<file path="src/sv/btgl_pkg.sv">
// Shared types and constants for the bitmap text glyph layout block.
// Used by every module of the block; depends on nothing else.
`timescale 1ns / 1ps
`default_nettype none
package btgl_pkg;

  localparam int POS_W   = 24;
  localparam int CELL_W  = 25;   // glyph size times 8.8 scale
  localparam int DIV_W   = 25;   // dividend and divisor width of the divider
  localparam int ADD_W   = 34;   // wide enough for any pen update before saturation
  localparam int RECT_W  = 15;

  localparam logic [7:0] CH_SPACE   = 8'h20;
  localparam logic [7:0] CH_NEWLINE = 8'h0A;
  localparam logic [7:0] CH_TAB     = 8'h09;
  localparam logic [7:0] CH_LOW_A   = 8'h61;
  localparam logic [7:0] CH_LOW_Z   = 8'h7A;
  localparam logic [7:0] CASE_DIFF  = 8'h20;

  typedef enum logic [2:0] {
    REG_GLYPH_WIDTH  = 3'd0,
    REG_GLYPH_HEIGHT = 3'd1,
    REG_SHEET_COLS   = 3'd2,
    REG_SHEET_ROWS   = 3'd3,
    REG_FIRST_CODE   = 3'd4,
    REG_FORCE_UPPER  = 3'd5
  } reg_idx_t;

  typedef enum logic [2:0] {
    CLS_NONE,
    CLS_SPACE,
    CLS_NEWLINE,
    CLS_TAB,
    CLS_GLYPH
  } cls_t;

  typedef struct packed {
    cls_t                    cls;
    logic                    start;
    logic signed [POS_W-1:0] origin_x;
    logic signed [POS_W-1:0] origin_y;
    logic [15:0]             scale;
    logic [7:0]              alpha;
    logic [23:0]             rgb;
    logic signed [8:0]       glyph_id;
  } item_t;

  typedef enum logic [2:0] {
    ST_IDLE,
    ST_SCALE,
    ST_EXEC,
    ST_DIV,
    ST_MUL,
    ST_TADD,
    ST_OUT
  } eng_state_t;

  function automatic logic signed [POS_W-1:0] sat_pos(input logic signed [ADD_W-1:0] v);
    logic signed [ADD_W-1:0] lo;
    logic signed [ADD_W-1:0] hi;
    lo = -(ADD_W'(1) <<< (POS_W - 1));
    hi = (ADD_W'(1) <<< (POS_W - 1)) - ADD_W'(1);
    if (v < lo) return lo[POS_W-1:0];
    if (v > hi) return hi[POS_W-1:0];
    return v[POS_W-1:0];
  endfunction

endpackage
`default_nettype wire

</file>
<file path="src/sv/btgl_front.sv">
// Front end: takes characters, classifies them and holds them in a two-entry queue.
// Depends on btgl_pkg.
`timescale 1ns / 1ps
`default_nettype none
module btgl_front (
  input  wire logic            clk,
  input  wire logic            rst,
  input  wire logic            push,
  output logic                 full,
  input  wire logic [7:0]      char_code,
  input  wire logic            string_start,
  input  wire logic [23:0]     origin_x,
  input  wire logic [23:0]     origin_y,
  input  wire logic [15:0]     scale_factor,
  input  wire logic [7:0]      alpha_in,
  input  wire logic [23:0]     rgb_in,
  input  wire logic            force_upper,
  input  wire logic [6:0]      first_glyph_code,
  output logic                 item_valid,
  input  wire logic            item_take,
  output btgl_pkg::item_t      item
);
  import btgl_pkg::*;

  item_t       store [2];
  logic        wr_ptr;
  logic        rd_ptr;
  logic [1:0]  count;
  item_t       cls_item;
  logic [7:0]  ch;
  logic        do_push;
  logic        do_pop;

  always_comb begin
    ch = char_code;
    if (force_upper && char_code >= CH_LOW_A && char_code <= CH_LOW_Z) begin
      ch = char_code - CASE_DIFF;
    end
    cls_item.start    = string_start;
    cls_item.origin_x = origin_x;
    cls_item.origin_y = origin_y;
    cls_item.scale    = scale_factor;
    cls_item.alpha    = alpha_in;
    cls_item.rgb      = rgb_in;
    // The character is a signed byte; the id may go negative.
    cls_item.glyph_id = 9'({ch[7], ch}) - 9'({2'b00, first_glyph_code});
    priority if (char_code == 8'd0 || scale_factor == 16'd0 || alpha_in == 8'd0) begin
      cls_item.cls = CLS_NONE;
    end else if (char_code == CH_SPACE) begin
      cls_item.cls = CLS_SPACE;
    end else if (char_code == CH_NEWLINE) begin
      cls_item.cls = CLS_NEWLINE;
    end else if (char_code == CH_TAB) begin
      cls_item.cls = CLS_TAB;
    end else begin
      cls_item.cls = CLS_GLYPH;
    end
  end

  assign full       = (count == 2'd2);
  assign item_valid = (count != 2'd0);
  assign item       = store[rd_ptr];
  assign do_push    = push && !full;
  assign do_pop     = item_take && item_valid;

  always_ff @(posedge clk) begin
    if (do_push) begin
      store[wr_ptr] <= cls_item;
    end
  end

  always_ff @(posedge clk) begin
    if (rst) begin
      wr_ptr <= 1'b0;
      rd_ptr <= 1'b0;
      count  <= 2'd0;
    end else begin
      if (do_push) wr_ptr <= ~wr_ptr;
      if (do_pop)  rd_ptr <= ~rd_ptr;
      count <= count + 2'(do_push) - 2'(do_pop);
    end
  end

endmodule
`default_nettype wire

</file>
<file path="src/sv/btgl_div.sv">
// Restoring divider, one quotient bit per cycle, that also tracks the quotient
// modulo the tab stop. Depends on btgl_pkg.
`timescale 1ns / 1ps
`default_nettype none
module btgl_div #(
  parameter int TAB_STOP = 4
) (
  input  wire logic                              clk,
  input  wire logic                              rst,
  input  wire logic                              start,
  input  wire logic [btgl_pkg::DIV_W-1:0]        dividend,
  input  wire logic [btgl_pkg::DIV_W-1:0]        divisor,
  output logic                                   busy,
  output logic [btgl_pkg::DIV_W-1:0]             quot,
  output logic [btgl_pkg::DIV_W-1:0]             rem,
  output logic [$clog2(TAB_STOP+1)-1:0]          qmod
);
  import btgl_pkg::*;

  localparam int MW    = $clog2(TAB_STOP + 1);
  localparam int CNT_W = $clog2(DIV_W + 1);

  logic [DIV_W-1:0] dvd;
  logic [DIV_W-1:0] dvs;
  logic [CNT_W-1:0] cnt;
  logic [DIV_W:0]   trial;
  logic             qbit;
  logic [MW:0]      mod_trial;

  always_comb begin
    trial     = {rem, dvd[DIV_W-1]};
    qbit      = (trial >= {1'b0, dvs});
    mod_trial = {qmod, qbit};
    if (mod_trial >= (MW+1)'(TAB_STOP)) begin
      mod_trial = mod_trial - (MW+1)'(TAB_STOP);
    end
  end

  assign quot = dvd;

  always_ff @(posedge clk) begin
    if (start) begin
      dvd  <= dividend;
      dvs  <= divisor;
      rem  <= '0;
      qmod <= '0;
    end else if (busy) begin
      // Quotient bits shift in where dividend bits shift out.
      dvd  <= {dvd[DIV_W-2:0], qbit};
      rem  <= qbit ? DIV_W'(trial - {1'b0, dvs}) : trial[DIV_W-1:0];
      qmod <= mod_trial[MW-1:0];
    end
  end

  always_ff @(posedge clk) begin
    if (rst) begin
      busy <= 1'b0;
      cnt  <= '0;
    end else if (start) begin
      busy <= 1'b1;
      cnt  <= CNT_W'(DIV_W);
    end else if (busy) begin
      cnt <= cnt - CNT_W'(1);
      if (cnt == CNT_W'(1)) busy <= 1'b0;
    end
  end

endmodule
`default_nettype wire

</file>
<file path="src/sv/btgl_engine.sv">
// Back end: keeps the pen, carries out one classified character at a time and
// holds the draw command in an output register. Depends on btgl_pkg and btgl_div.
`timescale 1ns / 1ps
`default_nettype none
module btgl_engine #(
  parameter int TAB_STOP = 4
) (
  input  wire logic                clk,
  input  wire logic                rst,
  input  wire logic                item_valid,
  output logic                     item_take,
  input  wire btgl_pkg::item_t     item,
  input  wire logic [8:0]          glyph_width,
  input  wire logic [8:0]          glyph_height,
  input  wire logic [6:0]          sheet_columns,
  input  wire logic [6:0]          sheet_rows,
  output logic                     empty,
  input  wire logic                pop,
  output logic [23:0]              dest_x,
  output logic [23:0]              dest_y,
  output logic [14:0]              src_left,
  output logic [14:0]              src_top,
  output logic [14:0]              src_right,
  output logic [14:0]              src_bottom,
  output logic [15:0]              scale_out,
  output logic [7:0]               alpha_out,
  output logic [23:0]              rgb_out,
  output logic                     glyph_unmapped
);
  import btgl_pkg::*;

  localparam int MW = $clog2(TAB_STOP + 1);
  localparam int SW = $clog2(2 * TAB_STOP);

  eng_state_t              state;
  eng_state_t              state_next;
  item_t                   cur;
  logic signed [POS_W-1:0] pen_x;
  logic signed [POS_W-1:0] pen_y;
  logic signed [POS_W-1:0] line_start_x;
  logic [CELL_W-1:0]       cell_w;
  logic [CELL_W-1:0]       cell_h;
  logic                    unmapped;
  logic [15:0]             left_full;
  logic [15:0]             top_full;
  logic [SW+CELL_W-1:0]    tab_prod;
  logic                    out_valid;

  logic                    div_start;
  logic                    div_busy;
  logic [DIV_W-1:0]        div_dividend;
  logic [DIV_W-1:0]        div_divisor;
  logic [DIV_W-1:0]        div_quot;
  logic [DIV_W-1:0]        div_rem;
  logic [MW-1:0]           div_qmod;

  logic signed [POS_W:0]   diff;
  logic [SW-1:0]           tab_steps;
  logic                    out_free;
  logic [13:0]             cells;

  btgl_div #(.TAB_STOP(TAB_STOP)) u_div (
    .clk      (clk),
    .rst      (rst),
    .start    (div_start),
    .dividend (div_dividend),
    .divisor  (div_divisor),
    .busy     (div_busy),
    .quot     (div_quot),
    .rem      (div_rem),
    .qmod     (div_qmod)
  );

  assign diff     = (POS_W+1)'(pen_x) - (POS_W+1)'(line_start_x);
  assign out_free = !out_valid || pop;
  assign cells    = sheet_columns * sheet_rows;

  always_comb begin
    // A negative cell count keeps the sign of its remainder.
    if (diff[POS_W]) begin
      tab_steps = SW'(TAB_STOP) + SW'(div_qmod);
    end else begin
      tab_steps = SW'(TAB_STOP) - SW'(div_qmod);
    end
  end

  always_comb begin
    state_next = state;
    unique case (state)
      ST_IDLE:  if (item_valid) state_next = ST_SCALE;
      ST_SCALE: state_next = (cur.cls == CLS_NONE) ? ST_IDLE : ST_EXEC;
      ST_EXEC: begin
        unique case (cur.cls)
          CLS_TAB:   state_next = (cell_w == '0) ? ST_IDLE : ST_DIV;
          CLS_GLYPH: state_next = unmapped ? ST_OUT : ST_DIV;
          default:   state_next = ST_IDLE;
        endcase
      end
      ST_DIV:   if (!div_busy) state_next = ST_MUL;
      ST_MUL:   state_next = (cur.cls == CLS_TAB) ? ST_TADD : ST_OUT;
      ST_TADD:  state_next = ST_IDLE;
      ST_OUT:   if (out_free) state_next = ST_IDLE;
      default:  state_next = ST_IDLE;
    endcase
  end

  always_comb begin
    item_take    = (state == ST_IDLE) && item_valid;
    div_start    = 1'b0;
    div_dividend = '0;
    div_divisor  = '0;
    if (state == ST_EXEC) begin
      if (cur.cls == CLS_TAB) begin
        div_start    = (cell_w != '0);
        div_dividend = diff[POS_W] ? DIV_W'(-diff) : DIV_W'(diff);
        div_divisor  = cell_w;
      end else if (cur.cls == CLS_GLYPH) begin
        div_start    = !unmapped;
        div_dividend = DIV_W'(cur.glyph_id[7:0]);
        div_divisor  = DIV_W'(sheet_columns);
      end
    end
  end

  always_ff @(posedge clk) begin
    if (rst) begin
      state <= ST_IDLE;
    end else begin
      state <= state_next;
    end
  end

  always_ff @(posedge clk) begin
    if (rst) begin
      pen_x        <= '0;
      pen_y        <= '0;
      line_start_x <= '0;
    end else begin
      unique case (state)
        ST_IDLE: begin
          if (item_valid && item.start) begin
            pen_x        <= item.origin_x;
            pen_y        <= item.origin_y;
            line_start_x <= item.origin_x;
          end
        end
        ST_EXEC: begin
          if (cur.cls == CLS_SPACE) begin
            pen_x <= sat_pos(ADD_W'(pen_x) + ADD_W'(cell_w));
          end else if (cur.cls == CLS_NEWLINE) begin
            pen_y <= sat_pos(ADD_W'(pen_y) + ADD_W'(cell_h));
            pen_x <= line_start_x;
          end
        end
        ST_TADD: pen_x <= sat_pos(ADD_W'(pen_x) + ADD_W'(tab_prod));
        ST_OUT: begin
          // The pen moves by the cell width truncated to whole pixels.
          if (out_free) begin
            pen_x <= sat_pos(ADD_W'(pen_x) + ADD_W'({cell_w[CELL_W-1:8], 8'h00}));
          end
        end
        default: ;
      endcase
    end
  end

  always_ff @(posedge clk) begin
    if (item_take) begin
      cur <= item;
    end
    if (state == ST_SCALE) begin
      cell_w   <= glyph_width * cur.scale;
      cell_h   <= glyph_height * cur.scale;
      unmapped <= cur.glyph_id[8] || ({5'd0, cur.glyph_id} >= cells);
      left_full <= '0;
      top_full  <= '0;
    end
    if (state == ST_MUL) begin
      tab_prod  <= tab_steps * cell_w;
      left_full <= div_rem[6:0] * glyph_width;
      top_full  <= div_quot[6:0] * glyph_height;
    end
  end

  always_ff @(posedge clk) begin
    if (state == ST_OUT && out_free) begin
      dest_x         <= pen_x;
      dest_y         <= pen_y;
      src_left       <= left_full[RECT_W-1:0];
      src_top        <= top_full[RECT_W-1:0];
      src_right      <= RECT_W'(left_full + 16'(glyph_width));
      src_bottom     <= RECT_W'(top_full + 16'(glyph_height));
      scale_out      <= cur.scale;
      alpha_out      <= cur.alpha;
      rgb_out        <= cur.rgb;
      glyph_unmapped <= unmapped;
    end
  end

  always_ff @(posedge clk) begin
    if (rst) begin
      out_valid <= 1'b0;
    end else if (state == ST_OUT && out_free) begin
      out_valid <= 1'b1;
    end else if (pop) begin
      out_valid <= 1'b0;
    end
  end

  assign empty = !out_valid;

endmodule
`default_nettype wire

</file>
<file path="src/sv/bitmap_text_glyph_layout.sv">
// Top level of the bitmap text glyph layout block: configuration registers,
// front queue and back engine. Depends on btgl_pkg, btgl_front, btgl_engine.
//
// Characters enter through push/full, one per transfer, together with the
// start flag, origin, scale and color. Draw commands leave through empty/pop:
// the oldest command sits on the result ports while empty is low.
// A two-entry queue takes characters while the engine works on an earlier one.
// Per character the engine goes through IDLE and SCALE for invisible characters
// and the terminator, also EXEC for spaces and newlines, also OUT for a glyph
// outside the sheet; a mapped glyph or tab waits in DIV on the serial divider,
// one quotient bit per cycle over 25 bits, then passes MUL and OUT or TADD.
// A command that is not popped stalls the engine after it finishes the next
// glyph; the queue then fills and full rises.
// Configuration writes (cfg_we, cfg_addr, cfg_wdata) take effect at once; the
// user must make them only while the block is idle, which it does not enforce.
// Reset clears the pen, line start, queue and output, and loads sheet defaults.
`timescale 1ns / 1ps
`default_nettype none
module bitmap_text_glyph_layout #(
  parameter int TAB_STOP = 4
) (
  input  wire logic        clk,
  input  wire logic        rst,
  input  wire logic        cfg_we,
  input  wire logic [2:0]  cfg_addr,
  input  wire logic [8:0]  cfg_wdata,
  input  wire logic        push,
  output logic             full,
  input  wire logic [7:0]  char_code,
  input  wire logic        string_start,
  input  wire logic [23:0] origin_x,
  input  wire logic [23:0] origin_y,
  input  wire logic [15:0] scale_factor,
  input  wire logic [7:0]  alpha_in,
  input  wire logic [23:0] rgb_in,
  output logic             empty,
  input  wire logic        pop,
  output logic [23:0]      dest_x,
  output logic [23:0]      dest_y,
  output logic [14:0]      src_left,
  output logic [14:0]      src_top,
  output logic [14:0]      src_right,
  output logic [14:0]      src_bottom,
  output logic [15:0]      scale_out,
  output logic [7:0]       alpha_out,
  output logic [23:0]      rgb_out,
  output logic             glyph_unmapped
);
  import btgl_pkg::*;

  logic [8:0] glyph_width;
  logic [8:0] glyph_height;
  logic [6:0] sheet_columns;
  logic [6:0] sheet_rows;
  logic [6:0] first_glyph_code;
  logic       force_upper;
  logic       item_valid;
  logic       item_take;
  item_t      item;

  always_ff @(posedge clk) begin
    if (rst) begin
      glyph_width      <= 9'd32;
      glyph_height     <= 9'd32;
      sheet_columns    <= 7'd10;
      sheet_rows       <= 7'd6;
      first_glyph_code <= 7'd32;
      force_upper      <= 1'b1;
    end else if (cfg_we) begin
      unique case (cfg_addr)
        REG_GLYPH_WIDTH:  glyph_width      <= cfg_wdata;
        REG_GLYPH_HEIGHT: glyph_height     <= cfg_wdata;
        REG_SHEET_COLS:   sheet_columns    <= cfg_wdata[6:0];
        REG_SHEET_ROWS:   sheet_rows       <= cfg_wdata[6:0];
        REG_FIRST_CODE:   first_glyph_code <= cfg_wdata[6:0];
        REG_FORCE_UPPER:  force_upper      <= cfg_wdata[0];
        default: ;
      endcase
    end
  end

  btgl_front u_front (
    .clk              (clk),
    .rst              (rst),
    .push             (push),
    .full             (full),
    .char_code        (char_code),
    .string_start     (string_start),
    .origin_x         (origin_x),
    .origin_y         (origin_y),
    .scale_factor     (scale_factor),
    .alpha_in         (alpha_in),
    .rgb_in           (rgb_in),
    .force_upper      (force_upper),
    .first_glyph_code (first_glyph_code),
    .item_valid       (item_valid),
    .item_take        (item_take),
    .item             (item)
  );

  btgl_engine #(.TAB_STOP(TAB_STOP)) u_engine (
    .clk            (clk),
    .rst            (rst),
    .item_valid     (item_valid),
    .item_take      (item_take),
    .item           (item),
    .glyph_width    (glyph_width),
    .glyph_height   (glyph_height),
    .sheet_columns  (sheet_columns),
    .sheet_rows     (sheet_rows),
    .empty          (empty),
    .pop            (pop),
    .dest_x         (dest_x),
    .dest_y         (dest_y),
    .src_left       (src_left),
    .src_top        (src_top),
    .src_right      (src_right),
    .src_bottom     (src_bottom),
    .scale_out      (scale_out),
    .alpha_out      (alpha_out),
    .rgb_out        (rgb_out),
    .glyph_unmapped (glyph_unmapped)
  );

endmodule
`default_nettype wire
</file>
<file path="config.mk">
export PLATFORM = sky130hd
export DESIGN_NAME = bitmap_text_glyph_layout
export DESIGN_NICKNAME = d
export VERILOG_FILES = /design/src/sv/btgl_pkg.sv /design/src/sv/btgl_front.sv /design/src/sv/btgl_div.sv /design/src/sv/btgl_engine.sv /design/src/sv/bitmap_text_glyph_layout.sv
export SDC_FILE = /design/constraint.sdc
export NUM_CORES = 2
export LEC_CHECK = 0
export BUFFER_PORTS_ARGS = -buffer_cell sky130_fd_sc_hd__buf_2
export CELL_PAD_IN_SITES_DETAIL_PLACEMENT = 0
export CELL_PAD_IN_SITES_GLOBAL_PLACEMENT = 1
export CORE_MARGIN = 2
export CORE_UTILIZATION = 40
export DETAILED_ROUTE_END_ITERATION = 16
export PLACE_DENSITY = 0.64
export SLEW_MARGIN = 5
export SYNTH_ARGS = -nofsm -noshare
export SYNTH_HDL_FRONTEND = slang
export SYNTH_SLANG_ARGS = --single-unit
</file>
<file path="constraint.sdc">
create_clock -name clk -period 9.2 [get_ports clk]
set_input_delay 0.92 -clock clk [delete_from_list [all_inputs] [get_ports clk]]
set_output_delay 0.92 -clock clk [all_outputs]
set_load 0.02 [all_outputs]
</file>
==> flow_summary_export.csv <==
group,metric,value,unit
flow_run,cap_violations,0,
clocking,cts_sinks,749,
sta,final_max_slew_viol_count,0,
clocking,postCtsHoldBufs,0,
sta,hold_viol,0,
global_routing,grt_max_degree,71,
worst_hold_path,hold_path_class,"in2reg",
yosys,yosys.area.top_type,"edfxtp_1",
yosys,ys_warn_count,0,
clocking,ctsResizeCount,0,
drt,drt_iter0_drc,2263,
drt,via_count,36500,
floorplanning,rows,131,
place,routabilityCongestion,0.889,
yosys,yosys-top-cells-count,"edfxtp_1 (594), nand2_1 (550), inv_1 (501), ha_1 (385), nor2_1 (323)",
cells_and_area,area_growth,12.9,%
sta,setup_viol,0,
global_routing,antenna_found_initial,9,
yosys,synth_edf_count,594,
floorplanning,io_pins,281,
power,ir_drop,0.000225,V
yosys,synth-seq-cells,749,
yosys,synth.distinct_cells,84,
worst_setup_path,slowest_delay,0.62,ns
worst_setup_path,worstSetupStartpointType,"flip-flop",
cells_and_area,drive_gt1_share,11.8,%
drt,first_pass_iters,6,
yosys,syn_nets,5755,
drt,ant_nets,0,
sta,period_needed,7.90,ns
yosys,yosysMostFrequentCell,"edfxtp_1",
sta,whs,0.358,ns
worst_setup_path,cp_slowest_cell,"o41ai_1",
worst_setup_path,cp-end-kind,"flip-flop",
clocking,cts_made_buffers,88,
drt,wl,143000,microns
floorplanning,die_h,363,microns
global_routing,track_usage,21.9,%
worst_setup_path,required,9.69,ns
worst_setup_path,cp_max_fo,25,
place,place_inst,6735,
yosys,seq_area_frac_synth,40.7,%
clocking,cts_tree,"yes",
power,leakagePower,24.7,nW
worst_setup_path,crit_arrival,8.39,ns
clocking,clk_pin_slew,0.06,ns
cells_and_area,final_util,45.5,%
sta,clock_skew,0.0716,ns
yosys,synth-main-ff-cell,"edfxtp_1",
yosys,netlist_area,0.0514,sq mm
sta,fin_setup_tns,0,ns
yosys,synthCells,4927,
sta,min_period_over_period,85.8,%
floorplanning,dieArea,0.131,sq mm
sta,tightest_slew,1.24,ns
floorplanning,initial_core_util,40.3,%
clocking,h-tree-depth,3,
yosys,synth_top_area_share,34.7,%
drt,routed_via_density,5.29,
worst_setup_path,crit_type,"reg2reg",
drt,drc,0,
floorplanning,core,0.128,sq mm
floorplanning,die_x,363,microns
cells_and_area,stdcell_count,6905,
place,hpwlAfterDp,107000,microns
clocking,root_buffer,"clkbuf_16",
clocking,cts_setup_buffers,0,
place,portBuffers,280,
yosys,synthTopCellsByArea,"edfxtp_1 (35%), fa_1 (12%), ha_1 (9.4%)",
global_routing,grt_first_pass_wirelength,221000,microns
worst_setup_path,path_common_cell,"a21oi_1",
drt,wl_per_cell,20.7,microns
global_routing,gr-total-overflow,0,
yosys,syn_avg_cell_area,10.4,sq um
sta,max_freq,0.127,GHz
cells_and_area,nets,5991,
clocking,clkLatencyLatePin,0.75,ns
yosys,ys_async_sr_fraction,0,%
power,cellPowerDensity,351,mW/mm^2
sta,max_slew_margin,17.0,%
clocking,clockBufferDepth,3,
global_routing,grt_pass1_vias,37200,
sta,rsz0062_at_grt,"false",
status,status,"complete, no violations",
-- where the power goes --
group | switching (mW) | internal (mW) | total, mW | leakage (nW)
Combinational | 6.72 | 4.20 | 10.9 | 16.4
Clock | 1.55 | 2.42 | 3.96 | 1.60
Sequential | 0.766 | 4.74 | 5.51 | 6.77
Total | 9.04 | 11.4 | 20.4 | 24.7
-- logic make-up after synthesis --
logic type,synth area share (%)
and+or+nand+nor,13.2
AOI/OAI and AO/OA,11.7
DFF,40.7
adders and majority gates,21.9
buffers and inverters,5.21
xor gates and xnor gates,4.48
muxes,2.90
-- worst paths after layout --
check | startpoint | end | slack [ns] | cells after the start
setup / recovery | u_engine.pen_x[0] | u_engine.tab_prod[26] | 1.30 | 31
hold / removal | rgb_in[22] | u_front.store[0][31] | 0.36 | 1
setup reg to reg | u_engine.pen_x[0] | u_engine.tab_prod[26] | 1.30 | 31
hold reg to reg | u_engine.cur[40] | u_engine.alpha_out[7] | 0.38 | 0
-- per-layer routing --
metal  wire [microns]  global-route usage (%)
met5                0                       0
met4             3280                    6.08
met3             7460                    3.88
met2            66900                    36.0
met1            65000                    29.6
-- layout make-up --
cell class                 count  area (sq um)
clock inverter                60           993
multi-input combinational   3473         27900
fill                       12200         69500
sequential                   749         20900
clock buffer                 105          2320
inverter                     502          1880
antenna                        5          12.5
tap                         1662          2080
timing repair buffer         349          1920
-- critical path, delay by kind of cell (launching register included) --
kind / cells / cell delay, ns
DFF: 1 / 0.35
and+or+nand+nor: 5 / 0.77
adders and majority gates: 5 / 1.74
AOI/OAI and AO/OA: 14 / 3.87
xor gates and xnor gates: 2 / 0.22
buffers and inverters: 5 / 0.71
-- cell usage in the layout (no fill, tap or decap), drive strengths merged, types with 28 or more instances in the layout --
master,n
and3,37
o21a,31
a21o,88
or3,28
o21ai,218
a21oi,269
nor2,323
mux2,70
mux2i,70
nand2,550
clkbuf,105
ha,385
nand3,57
buf,349
clkinv,34
xor2,86
nor2b,44
fa,321
edfxtp,594
and2,214
a211oi,65
nor3,67
dfxtp,155
o21bai,31
xnor2,177
inv,505
-- flip-flops by register name, summed over array words and instances (netlist names), 25 cells and up, named ones only --
register / cells
u_engine.u_div.quot: 25
u_engine.u_div.dvs: 25
u_engine.u_div.rem: 25
u_engine.cell_w: 25
u_engine.cur: 60
u_front.store: 218
u_engine.cell_h: 25
u_engine.tab_prod: 28
-- per-stage QoR --
stage                     area [sq um]  setup WS, ns  total power [mW]
final                            58000          1.30              20.4
after CTS                        58000          1.27              20.5
after floorplan                  51400          1.04              13.4
after detailed placement         54700          1.24              16.5
after global routing             58000         0.667              22.0
after global placement           54700          1.36              16.4
Power figures use the tool's default switching activity.
